==> src/rtl/core/bdlp_pkg.sv <==
// bdlp_pkg: shared types and constants for the button debounce / long-press unit
// holds the item and result structs, register indexes and reset values
// no dependencies
package bdlp_pkg;

  localparam int NUM_BUTTONS = 3;
  localparam int CNT_W       = 16;
  localparam int CFG_IDX_W   = 2;

  localparam logic [CNT_W-1:0] LONG_RESET = CNT_W'(300);
  localparam logic [CNT_W-1:0] IDLE_RESET = CNT_W'(1000);

  localparam logic [CFG_IDX_W-1:0] REG_LONG_PRESS = CFG_IDX_W'(0);
  localparam logic [CFG_IDX_W-1:0] REG_IDLE_TIMEOUT = CFG_IDX_W'(1);

  typedef logic [NUM_BUTTONS-1:0] btn_mask_t;
  typedef logic [CNT_W-1:0]       cnt_t;

  typedef enum logic {
    REQ_TICK = 1'b0,
    REQ_ACK  = 1'b1
  } req_t;

  typedef struct packed {
    req_t      req_type;
    btn_mask_t raw_levels;
    btn_mask_t ack_press;
    btn_mask_t ack_long;
  } item_t;

  typedef struct packed {
    btn_mask_t press_pending;
    btn_mask_t long_pending;
    btn_mask_t stable_levels;
    logic      idle_expired;
  } result_t;

endpackage

==> src/rtl/core/bdlp_engine.sv <==
// bdlp_engine: debounce state, hold counters, sticky flags and idle timer
// updates all state for one transaction and gives the result from the next values
// depends on bdlp_pkg
module bdlp_engine import bdlp_pkg::*; (
  input  logic    clk,
  input  logic    rst_n,
  input  logic    step,
  input  item_t   item,
  input  cnt_t    long_ticks,
  input  cnt_t    idle_ticks,
  output result_t result
);

  btn_mask_t hist_r [3];
  btn_mask_t hist_nxt [3];
  btn_mask_t stable_r, stable_nxt;
  btn_mask_t press_r, press_nxt;
  btn_mask_t long_r, long_nxt;
  cnt_t      hold_r [NUM_BUTTONS];
  cnt_t      hold_nxt [NUM_BUTTONS];
  cnt_t      idle_r, idle_nxt;
  btn_mask_t agree;
  logic      reload;

  always_comb begin
    press_nxt  = press_r & ~item.ack_press;
    long_nxt   = long_r & ~item.ack_long;
    hist_nxt   = hist_r;
    stable_nxt = stable_r;
    hold_nxt   = hold_r;
    idle_nxt   = idle_r;
    agree      = '0;
    reload     = 1'b0;
    if (item.req_type == REQ_TICK) begin
      if (idle_r != '0) begin
        idle_nxt = idle_r - CNT_W'(1);
      end
      hist_nxt[0] = item.raw_levels;
      hist_nxt[1] = hist_r[0];
      hist_nxt[2] = hist_r[1];
      agree = ~(hist_nxt[0] ^ hist_nxt[1]) & ~(hist_nxt[1] ^ hist_nxt[2]);
      for (int b = 0; b < NUM_BUTTONS; b++) begin
        if (agree[b]) begin
          if (stable_r[b] != hist_nxt[2][b]) begin
            stable_nxt[b] = hist_nxt[2][b];
            // new press edge
            if (!hist_nxt[2][b]) begin
              press_nxt[b] = 1'b1;
              hold_nxt[b]  = long_ticks;
              reload       = 1'b1;
            end
          end else if (hold_r[b] <= CNT_W'(1)) begin
            // hold period expired, long press only while held
            if (!hist_nxt[2][b]) begin
              long_nxt[b] = 1'b1;
              reload      = 1'b1;
            end
            hold_nxt[b] = long_ticks;
          end else begin
            hold_nxt[b] = hold_r[b] - CNT_W'(1);
          end
        end
      end
      if (reload) begin
        idle_nxt = idle_ticks;
      end
    end
  end

  assign result.press_pending = press_nxt;
  assign result.long_pending  = long_nxt;
  assign result.stable_levels = stable_nxt;
  assign result.idle_expired  = (idle_nxt == '0);

  always_ff @(posedge clk) begin
    if (!rst_n) begin
      hist_r   <= '{default: '1};
      stable_r <= '1;
      press_r  <= '0;
      long_r   <= '0;
      hold_r   <= '{default: LONG_RESET};
      idle_r   <= IDLE_RESET;
    end else if (step) begin
      hist_r   <= hist_nxt;
      stable_r <= stable_nxt;
      press_r  <= press_nxt;
      long_r   <= long_nxt;
      hold_r   <= hold_nxt;
      idle_r   <= idle_nxt;
    end
  end

endmodule

==> src/rtl/core/button_debounce_long_press_unit.sv <==
// button_debounce_long_press_unit: top level with input register, update engine
// and result register; depends on bdlp_pkg and bdlp_engine
// an accepted transaction is held in the input register, and its result is then loaded into the result register
// throughput: one transaction per cycle while out_ready does not stall the result register
// reset: synchronous active-low rst_n; registers return to 300 and 1000 ticks,
// buttons to released, flags cleared, both pipeline stages emptied
module button_debounce_long_press_unit import bdlp_pkg::*; (
  input  logic                 clk,
  input  logic                 rst_n,
  input  logic                 in_valid,
  output logic                 in_ready,
  input  logic                 in_req_type,
  input  logic [2:0]           in_raw_levels,
  input  logic [2:0]           in_ack_press,
  input  logic [2:0]           in_ack_long,
  output logic                 out_valid,
  input  logic                 out_ready,
  output logic [2:0]           out_press_pending,
  output logic [2:0]           out_long_pending,
  output logic [2:0]           out_stable_levels,
  output logic                 out_idle_expired,
  input  logic                 cfg_we,
  input  logic [CFG_IDX_W-1:0] cfg_index,
  input  logic [CNT_W-1:0]     cfg_wdata
);

  cnt_t    long_ticks_r;
  cnt_t    idle_ticks_r;
  logic    s1_valid_r;
  item_t   s1_item_r;
  logic    s1_go;
  logic    out_valid_r;
  result_t out_res_r;
  result_t eng_result;

  always_ff @(posedge clk) begin
    if (!rst_n) begin
      long_ticks_r <= LONG_RESET;
      idle_ticks_r <= IDLE_RESET;
    end else if (cfg_we) begin
      unique case (cfg_index)
        REG_LONG_PRESS:   long_ticks_r <= cfg_wdata;
        REG_IDLE_TIMEOUT: idle_ticks_r <= cfg_wdata;
        default: ;
      endcase
    end
  end

  // stage 1 moves into the result register when that is free or being drained
  assign s1_go    = s1_valid_r && (!out_valid_r || out_ready);
  assign in_ready = !s1_valid_r || s1_go;

  always_ff @(posedge clk) begin
    if (!rst_n) begin
      s1_valid_r <= 1'b0;
    end else if (in_ready) begin
      s1_valid_r <= in_valid;
    end
  end

  always_ff @(posedge clk) begin
    if (in_valid && in_ready) begin
      s1_item_r.req_type   <= req_t'(in_req_type);
      s1_item_r.raw_levels <= btn_mask_t'(in_raw_levels);
      s1_item_r.ack_press  <= btn_mask_t'(in_ack_press);
      s1_item_r.ack_long   <= btn_mask_t'(in_ack_long);
    end
  end

  bdlp_engine u_engine (
    .clk        (clk),
    .rst_n      (rst_n),
    .step       (s1_go),
    .item       (s1_item_r),
    .long_ticks (long_ticks_r),
    .idle_ticks (idle_ticks_r),
    .result     (eng_result)
  );

  always_ff @(posedge clk) begin
    if (!rst_n) begin
      out_valid_r <= 1'b0;
    end else if (s1_go) begin
      out_valid_r <= 1'b1;
    end else if (out_ready) begin
      out_valid_r <= 1'b0;
    end
  end

  always_ff @(posedge clk) begin
    if (s1_go) begin
      out_res_r <= eng_result;
    end
  end

  assign out_valid         = out_valid_r;
  assign out_press_pending = 3'(out_res_r.press_pending);
  assign out_long_pending  = 3'(out_res_r.long_pending);
  assign out_stable_levels = 3'(out_res_r.stable_levels);
  assign out_idle_expired  = out_res_r.idle_expired;

`ifndef SYNTHESIS
  a_ready_low_only_when_full: assert property (@(posedge clk) disable iff (!rst_n)
    !in_ready |-> (s1_valid_r && out_valid_r && !out_ready))
    else $error("in_ready low while pipeline can move");

  a_s1_holds_when_stalled: assert property (@(posedge clk) disable iff (!rst_n)
    (s1_valid_r && !s1_go) |=> (s1_valid_r && $stable(s1_item_r)))
    else $error("stage 1 transaction lost while stalled");

  a_ack_only_clears: assert property (@(posedge clk) disable iff (!rst_n)
    (s1_go && s1_item_r.req_type == REQ_ACK) |=>
      ((out_res_r.press_pending & $past(s1_item_r.ack_press)) == '0 &&
       (out_res_r.long_pending & $past(s1_item_r.ack_long)) == '0))
    else $error("acknowledged flag still pending after acknowledge-only step");

  a_result_loaded: assert property (@(posedge clk) disable iff (!rst_n)
    s1_go |=> out_valid_r)
    else $error("result register not loaded after stage 1 moved");
`endif

endmodule

==> config.mk <==
export PLATFORM = sky130hd
export DESIGN_NAME = button_debounce_long_press_unit
export DESIGN_NICKNAME = d
export VERILOG_FILES = /design/src/rtl/core/bdlp_pkg.sv /design/src/rtl/core/bdlp_engine.sv /design/src/rtl/core/button_debounce_long_press_unit.sv
export SDC_FILE = /design/constraint.sdc
export NUM_CORES = 1
export LEC_CHECK = 0
export BUFFER_PORTS_ARGS = -buffer_cell sky130_fd_sc_hd__buf_2
export CORE_MARGIN = 10
export CORE_UTILIZATION = 60
export DETAILED_ROUTE_END_ITERATION = 10
export PLACE_DENSITY_LB_ADDON = 0.15
export SLEW_MARGIN = 0
export SYNTH_ARGS = -nofsm -noshare
export SYNTH_HDL_FRONTEND = slang
export SYNTH_SLANG_ARGS = --single-unit
==> constraint.sdc <==
create_clock -name clk -period 3 [get_ports clk]
set_clock_uncertainty 0.05 [all_clocks]
set_input_delay 0.75 -clock clk [delete_from_list [all_inputs] [get_ports clk]]
set_output_delay 0.75 -clock clk [all_outputs]
set_load 0.03 [all_outputs]
### Word-level counts from Yosys, hierarchy flattened

Cells that the tools add are included.

| operators by class | value |
|---|---|
| add/sub/neg operators | 4 |
| order comparisons | 3 |
| eq/ne operators | 7 |
| muxes and demuxes | 57 |
| bitwise gates (word level) | 10 |
| reductions and logical operators | 16 |

Operators by type and width:

| cell | count |
|---|---|
| $mux 16 | 12 |
| $sub 16x1->16 const B | 4 |
| $le 16x1->1 const B | 3 |
| $mux 1 | 42 |
| $logic_not 16->1 | 1 |
| $reduce_bool 16->1 | 1 |
| $not 3->3 | 4 |
| $reduce_and 4->1 | 3 |
| $and 3x3->3 | 3 |
| $mux 3 | 3 |
| $ne 2x2->1 const B | 3 |
| $reduce_and 2->1 | 3 |
| $xor 3x3->3 | 2 |
| $ne 1x1->1 | 3 |
| $eq 2x1->1 const B | 1 |
| $logic_and 1x1->1 | 2 |
| $logic_not 1->1 | 2 |
| $logic_not 2->1 | 1 |
| $logic_or 1x1->1 | 2 |
| $reduce_bool 2->1 | 1 |
| $not 1->1 | 1 |

| word-level totals | value |
|---|---|
| register bits after elaboration | 133 |
| input port bits | 33 |
| output and inout bits | 12 |
| word-level logic and storage cells | 118 |

### Logic depth before layout (Yosys ltp)

| logic depth | value |
|---|---|
| word-level depth | 16 |
| mapped depth | 12 |
| gate-level depth less buffers | 10 |

### Modules after synthesis

From an unflattened synthesis, not the netlist that was laid out.

| unflattened totals | value |
|---|---|
| cell total of the unflattened synthesis | 894 |
| area, all modules | 7068.0 um2 |

Modules (own cells, without submodules):

| module | times used | cells an instance | area each (um2) | sequential area each (um2) |
|---|---|---|---|---|
| bdlp_engine | 1 | 734 | 5103.6 | 1581.5 |
| button_debounce_long_press_unit | 1 | 160 | 1964.4 | 1281.2 |

### Least setup slack after synthesis

OpenSTA, ideal clock, no wires.

| timing path | value |
|---|---|
| path type | input -> register |
| from | input out_ready |
| to | register u_engine.hold_r[26] (netlist name) |
| setup time | 115 ps |
| arrival | 2670 ps |
| data required time | 2835 ps |
| setup slack | 165 ps |
| stages | 11 |
| buffers on the path | 2 |
| path through | nor2b_1 > nand2b_1 > clkbuf_1 > inv_2 > nand2_1 > clkbuf_1 > nor3_1 > o21ai_0 > nand2_1 > o21ai_0 > and2_1 |

| on the way | value |
|---|---|
| word-level cells in the longest chain between the ends | 3 |

RTL lines:

| element | RTL line | text |
|---|---|---|
| from (decl) | button_debounce_long_press_unit.sv:17 | `input logic out_ready,` |
| $logic_or 1x1->1 | button_debounce_long_press_unit.sv:50 | `assign s1_go = s1_valid_r && (!out_valid_r \|\| out_ready);` |
| $logic_and 1x1->1 | button_debounce_long_press_unit.sv:50 |  |
| via s1_go | button_debounce_long_press_unit.sv:31 | `logic s1_go;` |
| $reduce_and 4->1 (no source line) | - |  |
| to (signal assigned) | bdlp_engine.sv:88 | `hold_r <= hold_nxt;` |
| to (decl) | bdlp_engine.sv:19 | `cnt_t hold_r [NUM_BUTTONS];` |

The timed path passes the listed nets, and every way through them passes these cells.
A chain may end at the register's enable or synchronous reset.

==> impl_metrics.ini <==
[logic_synthesis]
synth_seq_area_share = 0.4028
async_flop_share = 0
synthCells = 910
syn_area_sq_mm = 0.007107
synth_edf_count = 20
yosys_warnings = 0
ys_ff_latch = 133
synth_top_area_cell = dfxtp_1
avgSynthCellArea_sq_um = 7.810
synth_nets = 954
synth_area_leaders = dfxtp_1 (32%), edfxtp_1 (8.5%), nand2_1 (7.9%)
synth_top_area_frac = 0.3183
synth-main-ff-cell = dfxtp_1
synth_cell_types = 72

[critical_path]
endpoint_kind = register
critPathRequiredTime_ps = 3130
start_kind = register
cp_slowest_cell = or4_1
rr_startpoint = u_engine.hold_r[4]
worstPathCellList = or4_1, nor2_1, a31oi_2, o22ai_2, buf_4, nor3_1, a32oi_1, o22ai_1, and4_1
cp_max_fo = 9
worstReg2RegEnd = out_idle_expired
rrSetupSlack_ps = 120
r2r_cells = 9
critPathMaxStageDelay_ps = 590
crit_type = reg -> reg
crit_arrival_ps = 3010

[route]
vias = 7139
drt_iter0_drc = 1001
viasPerCell = 6.386
dr.pass1.iters = 5
drc_errors = 0
ant_nets = 0
routed_wl_mm = 20.44
avgRoutedWirePerCell_um = 18.28

[pwr]
power_density_mw_per_mm2 = 552.4
irDropWorstVdd_mv = 0.5723
p_total_w = 0.004577
power_leakage_nw = 3.149

[placement]
hpwl_mm = 14.35
port_buffers = 44
place_congestion = 0.9400
preCtsSetupSlack_ps = -48.80

[timing]
setup_ws_ps = 122.5
finalCriticalPeriod_ps = 2878
setup_viol = 0
slew_violations = 0
timing.hold.ws_ps = 410.2
hold_violations = 0
slew_headroom = 0.4842
period_share = 0.9592
tightest_slew_ps = 773.7
fin_setup_tns_ps = 0
fmax_mhz = 347.5

[clocking]
clkLatencyLatePin_ps = 430
cts_buffer_depth = 2
cts_buffers = 17
clk_pin_slew_ps = 60
root_buffer = clkbuf_16
cts.sinks = 133
cts_setup_buffers = 0
htree_num_levels = 4
cts_tree = yes

[floorplan]
initial_core_util = 0.6171
die-area_sq_mm = 0.01660
die_h_um = 128.8
coreArea_sq_mm = 0.01152
die_w_um = 128.8
num_rows = 39
top_level_ports = 45

[global_routing]
grt_pass1_wl_mm = 33.42
grt_max_degree = 114
grt.total_usage = 0.2488
grt_pass1_vias = 6680
grt_overflow = 0
antenna_found_initial = 0

[final_layout]
antenna_cells = 0
area_delta_synth_final_pct = 16.58
final_core_util = 0.7195
final_nets = 1006
drive_gt1_frac = 0.1446

[min_path]
min_from = idle_ticks_r[3]
hold-path-endpoint = idle_ticks_r[3]
min_path_type = reg -> reg
holdPathStages = 2

[job]
max_cap_viol_count = 0

[run_status]
outcome = finished, final reports clean
-- timing repair --
action | in CTS | in global routing
setup endpoints to repair | 1 | 4
gates resized for setup | 1 | 9
endpoints found under the hold margin | 0 | 0
hold buffers | 0 | 0
pin swaps | 0 | 1
-- registers in the layout (all words and copies together) (netlist names), 6 cells and up --
name / count
idle_ticks_r: 16
long_ticks_r: 16
s1_item_r: 10
u_engine.hist_r: 6
u_engine.hold_r: 48
u_engine.idle_r: 16
-- logic make-up after synthesis --
group / count (synthesis) / synth area share
simple gates: 406 / 0.2731
compound gates: 268 / 0.2491
flops: 133 / 0.4028
buf+inv: 88 / 0.05035
fa+ha+maj: 11 / 0.01937
xor+xnor: 3 / 0.003698
mux: 1 / 0.001584
-- metal layers --
layer / wire length [um] / global-route usage / vias up
met5: 0 / 0 / -
met4: 406 / 0.08428 / 0
met3: 1610 / 0.05092 / 53
met2: 9534 / 0.3996 / 338
met1: 8886 / 0.3273 / 3362
li1: - / - / 3386
-- synth_stat cells, types with 3 or more instances --
library cell  instances
o22ai_1              14
and2_1               18
o221a_2               3
nor3b_1               5
nor2_1               85
o21a_1                8
inv_1                30
a21boi_0             27
nand2b_1              9
o21ai_1               8
nor4_1               16
o31a_1                4
o211a_1               4
a21oi_1              56
a21boi_1              5
nor2b_1              12
nand3_1              29
or4_1                10
a31oi_1              22
a22oi_1               6
a211oi_1              4
edfxtp_1             20
buf_6                 3
or3_1                17
nor3_1               32
o311ai_0              3
nand2_1             149
clkbuf_1             49
o32ai_1               3
ha_1                 11
a22o_1                3
dfxtp_1             113
nand4_1               9
o21ai_0              58
buf_1                 3
o211ai_1             14
-- worst max-delay path: cells and delay by family, from the launching register on --
kind	cells	cell delay (ps)
AO/OA/AOI/OAI	4	830
buffers and inverters	1	230
flip-flops	1	350
AND/OR/NAND/NOR	4	1190
-- how the worst max path moves through the flow --
stage                     depth (start not counted)                   to                 from
after detailed placement                          9     out_idle_expired  u_engine.hold_r[32]
after global routing                              8     out_idle_expired   u_engine.idle_r[3]
final                                             9     out_idle_expired   u_engine.hold_r[4]
after global placement                            9     out_idle_expired  u_engine.hold_r[32]
after floorplan                                  11  u_engine.hold_r[26]            out_ready
after CTS                                         9     out_idle_expired  u_engine.hold_r[10]
-- layout by cell type (no fill, tap or decap), types with 9 or more instances in the layout --
cell,n
nand2_1,149
dfxtp_1,113
nor2_1,85
o21ai_0,57
a21oi_1,56
buf_2,44
buf_4,44
nor3_1,31
inv_1,30
nand3_1,29
a21boi_0,27
a31oi_1,21
edfxtp_1,20
and2_1,18
clkbuf_16,18
or3_1,16
nor4_1,15
o22ai_1,14
o211ai_1,14
nor2b_1,12
ha_1,11
or4_1,10
o21ai_1,9
nand2b_1,9
nand4_1,9
-- cell type report --
type                            count  area [sq um]
Clock buffer                       24         493.0
Clock inverter                      8         120.1
Fill cell                         905          3231
Inverter                           31         116.4
Multi-Input combinational cell    689          3933
Sequential cell                   133          2863
Tap cell                          143         178.9
Timing Repair Buffer               90         581.8
-- stage by stage --
| step | instance area, sq um | std cells |
|---|---|---|
| 2_1_floorplan | 7107 | 910 |
| 5_1_grt | 8285 | 1118 |
| 4_1_cts | 8247 | 1118 |
| 3_5_place_dp | 7629 | 1086 |
| 3_3_place_gp | 7629 | 1086 |
| 6_report | 8285 | 1118 |
-- power by group --
part	switching (W)	internal, W	total (W)
Clock	0.000777	0.00140	0.00217
Combinational	0.000294	0.000177	0.000470
Sequential	0.0000639	0.00187	0.00193
No activity file was read; power rests on OpenSTA's default activity.
